--- src/rtl/sbpa_pkg.sv ---
package sbpa_pkg;

    localparam int MAX_SLICES_D = 64;
    localparam int MAX_ATOMS_D  = 65536;
    localparam int FRAC_BITS_D  = 16;

    localparam int SUM_W  = 48;
    localparam int HITS_W = 17;
    localparam int CFG_W  = 32;
    localparam int IDX_W  = 3;

    localparam logic [IDX_W-1:0] REG_MODE  = 3'd0;
    localparam logic [IDX_W-1:0] REG_ZLOW  = 3'd1;
    localparam logic [IDX_W-1:0] REG_ZHIGH = 3'd2;
    localparam logic [IDX_W-1:0] REG_COUNT = 3'd3;
    localparam logic [IDX_W-1:0] REG_INV   = 3'd4;
    localparam logic [IDX_W-1:0] REG_BOXY  = 3'd5;

    localparam logic signed [SUM_W-1:0] S48_MAX = {1'b0, {(SUM_W-1){1'b1}}};
    localparam logic signed [SUM_W-1:0] S48_MIN = {1'b1, {(SUM_W-1){1'b0}}};
    localparam logic [HITS_W-1:0] HITS_MAX = {HITS_W{1'b1}};

    typedef struct packed {
        logic [15:0]        atom_index;
        logic signed [31:0] pos_y;
        logic signed [31:0] pos_z;
        logic signed [15:0] image_y;
        logic signed [31:0] vel_y;
        logic               frame_end;
    } t_in_word;

    typedef struct packed {
        logic [31:0]        frame_number;
        logic [5:0]         slice_index;
        logic signed [47:0] slice_average;
        logic               last_slice;
    } t_out_word;

    // controller -> datapath
    typedef struct packed {
        logic load;      // capture input word
        logic mul;       // read slice k, register its index
        logic upd;       // read-modify-write slice, store position
        logic rd;        // read slice c for report
        logic div_start; // start divide
        logic cap;       // capture result word
        logic clr;       // clear slice c
        logic first_clr; // leave first frame
    } t_cmd;

    // datapath -> controller
    typedef struct packed {
        logic frame_end;
        logic div_done;
    } t_sts;

    function automatic logic signed [SUM_W-1:0] sat48(input logic signed [SUM_W:0] v);
        if (v > $signed({1'b0, S48_MAX})) return S48_MAX;
        if (v < $signed({1'b1, S48_MIN})) return S48_MIN;
        return v[SUM_W-1:0];
    endfunction

endpackage

--- src/rtl/sbpa_ctrl.sv ---
module sbpa_ctrl #(
    parameter int MAX_SLICES = sbpa_pkg::MAX_SLICES_D
) (
    input  logic                    i_clk,
    input  logic                    i_rst_n,
    input  logic                    i_in_valid,
    output logic                    o_in_ready,
    output logic                    o_out_valid,
    input  logic                    i_out_ready,
    input  sbpa_pkg::t_sts          i_sts,
    input  logic [$clog2(MAX_SLICES+1)-1:0] i_nused,
    output sbpa_pkg::t_cmd          o_cmd,
    output logic [$clog2(MAX_SLICES+1)-1:0] o_slice
);
    import sbpa_pkg::*;

    localparam int SL_W = $clog2(MAX_SLICES+1);

    localparam logic [2:0] S_IDLE = 3'd0;
    localparam logic [2:0] S_MUL  = 3'd1;
    localparam logic [2:0] S_UPD  = 3'd2;
    localparam logic [2:0] S_RD   = 3'd3;
    localparam logic [2:0] S_DST  = 3'd4;
    localparam logic [2:0] S_DIV  = 3'd5;
    localparam logic [2:0] S_OUT  = 3'd6;

    logic [2:0]      r_state, n_state;
    logic [SL_W-1:0] r_slice, n_slice;
    logic            w_fire;

    assign o_in_ready = (r_state == S_IDLE);
    assign w_fire     = i_in_valid && o_in_ready;
    assign o_slice    = r_slice;

    always_comb begin
        o_cmd   = '0;
        n_state = r_state;
        n_slice = r_slice;
        unique case (r_state)
            S_IDLE: if (w_fire) begin
                o_cmd.load = 1'b1;
                n_state    = S_MUL;
            end
            S_MUL: begin
                o_cmd.mul = 1'b1;
                n_state   = S_UPD;
            end
            S_UPD: begin
                o_cmd.upd = 1'b1;
                n_slice   = '0;
                n_state   = i_sts.frame_end ? S_RD : S_IDLE;
            end
            S_RD: n_state = S_DST;
            S_DST: begin
                o_cmd.div_start = 1'b1;
                n_state         = S_DIV;
            end
            S_DIV: if (i_sts.div_done) begin
                o_cmd.cap = 1'b1;
                n_state   = S_OUT;
            end
            S_OUT: if (i_out_ready) begin
                o_cmd.clr = 1'b1;
                if (r_slice == i_nused - 1'b1) begin
                    o_cmd.first_clr = 1'b1;
                    n_state         = S_IDLE;
                end else begin
                    n_slice = r_slice + 1'b1;
                    n_state = S_RD;
                end
            end
            default: n_state = S_IDLE;
        endcase
    end

    // state, slice counter and result valid
    always_ff @(posedge i_clk) begin
        if (!i_rst_n) begin
            r_state     <= S_IDLE;
            r_slice     <= '0;
            o_out_valid <= 1'b0;
        end else begin
            r_state <= n_state;
            r_slice <= n_slice;
            if (o_cmd.cap) begin
                o_out_valid <= 1'b1;
            end else if (o_out_valid && i_out_ready) begin
                o_out_valid <= 1'b0;
            end
        end
    end

    a_valid_state: assert property (@(posedge i_clk) disable iff (!i_rst_n)
        o_out_valid |-> r_state == S_OUT) else $error("result outside report");
    a_slice_bound: assert property (@(posedge i_clk) disable iff (!i_rst_n)
        r_state == S_OUT |-> r_slice < i_nused) else $error("slice beyond range");
    a_no_accept: assert property (@(posedge i_clk) disable iff (!i_rst_n)
        o_out_valid |-> !o_in_ready) else $error("accept during report");

endmodule

--- config.mk ---
export PLATFORM = sky130hd
export DESIGN_NAME = sbpa_ctrl
export DESIGN_NICKNAME = d
export VERILOG_FILES = /design/src/rtl/sbpa_pkg.sv /design/src/rtl/sbpa_ctrl.sv
export SDC_FILE = /design/constraint.sdc
export NUM_CORES = 1
export LEC_CHECK = 0
export ABC_AREA = 1
export BUFFER_PORTS_ARGS = -buffer_cell sky130_fd_sc_hd__clkbuf_2
export CORE_MARGIN = 2
export CORE_UTILIZATION = 54
export CTS_CLUSTER_SIZE = 16
export DETAILED_ROUTE_END_ITERATION = 10
export PLACE_DENSITY = 0.92
export SLEW_MARGIN = 20
export SYNTH_ARGS = -nofsm -noshare
export SYNTH_HDL_FRONTEND = slang
export SYNTH_SLANG_ARGS = --single-unit
--- constraint.sdc ---
create_clock -name i_clk -period 2.29 [get_ports i_clk]
set_input_delay 0.1145 -clock i_clk [delete_from_list [all_inputs] [get_ports i_clk]]
set_output_delay 0.1145 -clock i_clk [all_outputs]
set_load 0.05 [all_outputs]
Yosys cells after proc, flatten, opt, wreduce, memory -nomap -nowiden
Cells that the tools add are included.
{"block": "totals", "elab_cells": 44, "mem_bits_ro": 0, "out_inout_bits": 17, "ff_bits": 11, "memories": 0, "mem_bits_rw": 0, "latchBits": 0, "in_bits": 13}
{"block": "classes", "eq_ne": 11, "add_sub_neg": 2, "shifts": 0, "div_mod_pow": 0, "order_cmp": 0, "n_mux": 21, "n_reduce_logical": 7, "n_mul": 0, "bitwise": 0}
{"op": "$pmux W3 S7", "count": 1}
{"op": "$mux W7", "count": 2}
{"op": "$pmux W7 S2", "count": 1}
{"op": "$mux W1", "count": 10}
{"op": "$eq A3 B3 Y1 const B", "count": 3}
{"op": "$mux W3", "count": 3}
{"op": "$mux W2", "count": 4}
{"op": "$add A7 B1 Y7 const B", "count": 1}
{"op": "$eq A7 B7 Y1", "count": 1}
{"op": "$sub A7 B1 Y7 const B", "count": 1}
{"op": "$eq A3 B2 Y1 const B", "count": 2}
{"op": "$ne A2 B2 Y1 const B", "count": 3}
{"op": "$reduce_and A3 Y1", "count": 2}
{"op": "$reduce_bool A2 Y1", "count": 2}
{"op": "$eq A3 B1 Y1 const B", "count": 1}
{"op": "$logic_not A3 Y1", "count": 1}
{"op": "$logic_and A1 B1 Y1", "count": 2}
{"op": "$ne A2 B1 Y1 const B", "count": 1}

Depth between registers and ports, before layout
{"block": "depth", "word_depth": 5, "depth_mapped": 14, "mapped_depth_nobuf": 14}

Worst setup path before layout
No wires, ideal clock.
{"block": "synth_timing", "path_type": "reg-to-output", "from": "register r_slice[0] (netlist: o_slice[0])", "to": "output port o_cmd[0] (netlist name)", "t_required_ps": 2176, "arrival_time_ps": 2288, "n_path_buf": 0, "path_stages_with_launch": 9, "setup_slack_ps": -112, "path_cell_list": "dfxtp_1 -> inv_1 -> nand2_1 -> nand2_1 -> nor2_1 -> nand3_1 -> nor2_1 -> nand2_2 -> nor3_1"}
{"element": "start: declaration", "line_no": "sbpa_ctrl.sv:28", "text": "logic [SL_W-1:0] r_slice, n_slice;"}
{"element": "start signal: assignment", "line_no": "sbpa_ctrl.sv:84", "text": "r_slice <= n_slice;"}
{"element": "end: declaration", "line_no": "sbpa_ctrl.sv:12", "text": "output sbpa_pkg::t_cmd o_cmd,"}

==> summary.txt <==
Status: finished clean
Hold_sp: i_sts[0]
Boundary Pins: 30
Ratio of cells with drive above 1 in the final layout: 27.75%
H-tree Lvls: 1
Post-synth ARST share: 0%
Tmin final: 1857 ps
GRT busiest layer: met2
Routed WL: 2191 um
Core ar.: 1708 um2
FF-to-FF Start: o_slice[0]
Hold EP: o_out_valid
Share of the synthesized area in the top cell type: 22.62%
Initial core utilization: 57.00%
Synth unique cells: 24
Reg2Reg Depth: 12
Syn. warnings: 0
Final Cycle Share: 81.08%
VDD IR-drop max: 0.4238 mV
Max Fclk: 538.6 MHz
Met2 Resource Use GR: 43.33%
Top post-synthesis cells by area: dfxtp_1 23%, nand2_1 17%, inv_1 9.3%
Data required, critical path: 2180 ps
Buffers added on ports: 28
Placed inst area: 1132 um2
Die area: 2158 um2
Clock slew at reported path FFs: 70 ps
FP Rows: 15
DRT iter0 DRCs: 25
Number of routed nets with antenna violations: 0
Initial antenna violation count: 0
CTS tree: yes
CP Max Fanout: 6
Seq/Total Area, Yosys: 22.62%
Die Wd: 46.46 um
Top FF cell, synth: dfxtp_1
Chip height: 46.46 um
R2R Setup Slk: 660 ps
First-pass GRT wire length: 3594 um
Setup TNS: 0 ps
1st-pass router iterations: 4
Clk sink count: 11
Cells after Synth: 162
Met3 usage: 3.137%
Number of flops mapped to enable cells by yosys: 0
Final-report max-slew violation count: 0
GR Util met1: 24.41%
Syn Area/Cell: 6.009 um2
Power per Cell Area: 424.0 nW/um2
Unrepaired setup endpoints after global routing: false
MaxCap Viol Count: 0
Final Non-Filler Cells: 216
Cts repair resizes: 0
DP HPWL: 1850 um
Drt drc: 0
Cell taking the most area after synthesis: dfxtp_1
Post-cts hold buffer count: 0
Area grow syn2layout: 19.02%
Gr usage total: 23.58%
Placed insts: 212
Synthesized cell area: 973.4 um2
WHS: 114.0 ps
Net Count, Synth: 177
DR WL/cell: 10.14 um
Worst Skew: 4.346 ps
Root Driver: clkbuf_4
Nets: 207
Hold/Removal Path Class: in2reg
Startpoint Class: register
Fin area: 1159 um2
Hold Crit Depth: 3
Fill cells: 155
Grt total ovfl: 0
Worst-Skew Late Latency: 270 ps
Clk buf depth: 2
Setup Crit Path Kind: reg2out
Critical Path End Type: primary output
Count leader, synth: nand2_1
Vias in the first global route: 919
Number of inserted diodes: 0
Crit path DAT: 1740 ps
Largest net degree at the start of global routing: 12
Via-per-instance ratio: 5.023
Final Util: 67.84%
Via count: 1085
Final setup viols: 0
Placer Congestion: 0.8449
P_leak: 0.5771 nW
Post-CTS setup buffer count: 0
CTS buffer count: 3
Seq cells post-synth: 11
Fin. Hold Viols: 0
R2r endpoint: o_slice[3]
Top post-synthesis cells by count: 44 x nand2_1, 24 x inv_1, 22 x nor2_1, 16 x nand3_1, 11 x dfxtp_1
[cells by family after synthesis]
kind of cell | after synthesis | synth area share [%]
buf+inv | 30 | 12.73
xor+xnor | 5 | 4.500
fa+ha+maj | 2 | 2.570
flops | 11 | 22.62
other cells | 1 | 0.3852
simple gates | 99 | 48.46
compound gates | 14 | 8.740
[flip-flops by register name, indices dropped and copies added, names as in the netlist]
name	count
r_state	3
o_out_valid	1
o_slice	7
[worst max path at each step]
stage | slack (ps) | endpoint | startpoint
floorplan | 320 | o_cmd[0] | o_slice[0]
global placement | 670 | o_slice[5] | i_nused[0]
detailed placement | 570 | o_slice[3] | i_nused[0]
CTS | 410 | o_cmd[0] | o_slice[0]
global route | 310 | o_cmd[0] | o_slice[0]
finish | 430 | o_cmd[0] | o_slice[0]
[stage by stage]
step	power [mW]	setup WS (ps)
5_1_grt	0.5146	305.6
3_5_place_dp	0.3643	573.7
2_1_floorplan	0.3265	318.9
6_report	0.4913	433.2
4_1_cts	0.4949	410.5
3_3_place_gp	0.3591	672.1
[where the power goes]
part	switching [mW]	leakage [nW]	internal [mW]
registers	0.00812	0.0890	0.196
clock network	0.0638	0.0150	0.0675
logic	0.113	0.473	0.0425
[layer usage]
metal / vias up / wire length, um
li1: 562 / -
met1: 479 / 887
met2: 35 / 1109
met3: 9 / 105
met4: 0 / 89
met5: - / 0
[final cells by class]
type / count / area (um2) / share of cell area (%)
tap: 25 / 31.28 / 2.700
clock buffer: 4 / 26.28 / 2.268
timing repair buffer: 28 / 140.1 / 12.10
multi-input combinational: 121 / 639.4 / 55.18
inverter: 27 / 101.3 / 8.747
sequential: 11 / 220.2 / 19.01
[critical path, stage by stage, from the launching register on]
cell      delay (ps)
dfxtp_1          420
inv_1            100
nand2_1           60
nand2_1           40
nor2_1           140
nand3_1           90
nor2_1           120
nand2_2           90
nor3_2           110
clkbuf_2         300
[layout by cell type, fill, tap and decap left out, types with 2 or more instances in the layout]
cell      instances
nand2_1          44
clkbuf_2         28
inv_1            24
nor2_1           22
nand3_1          16
dfxtp_1          11
a21oi_1           9
nand2_2           4
inv_2             3
nor2_2            3
xor2_1            3
nand2_4           3
a21oi_2           3
clkbuf_4          3
nor3_2            2
xnor2_1           2
nor3b_2           2
ha_1              2
No activity file was read; power rests on OpenSTA's default activity.
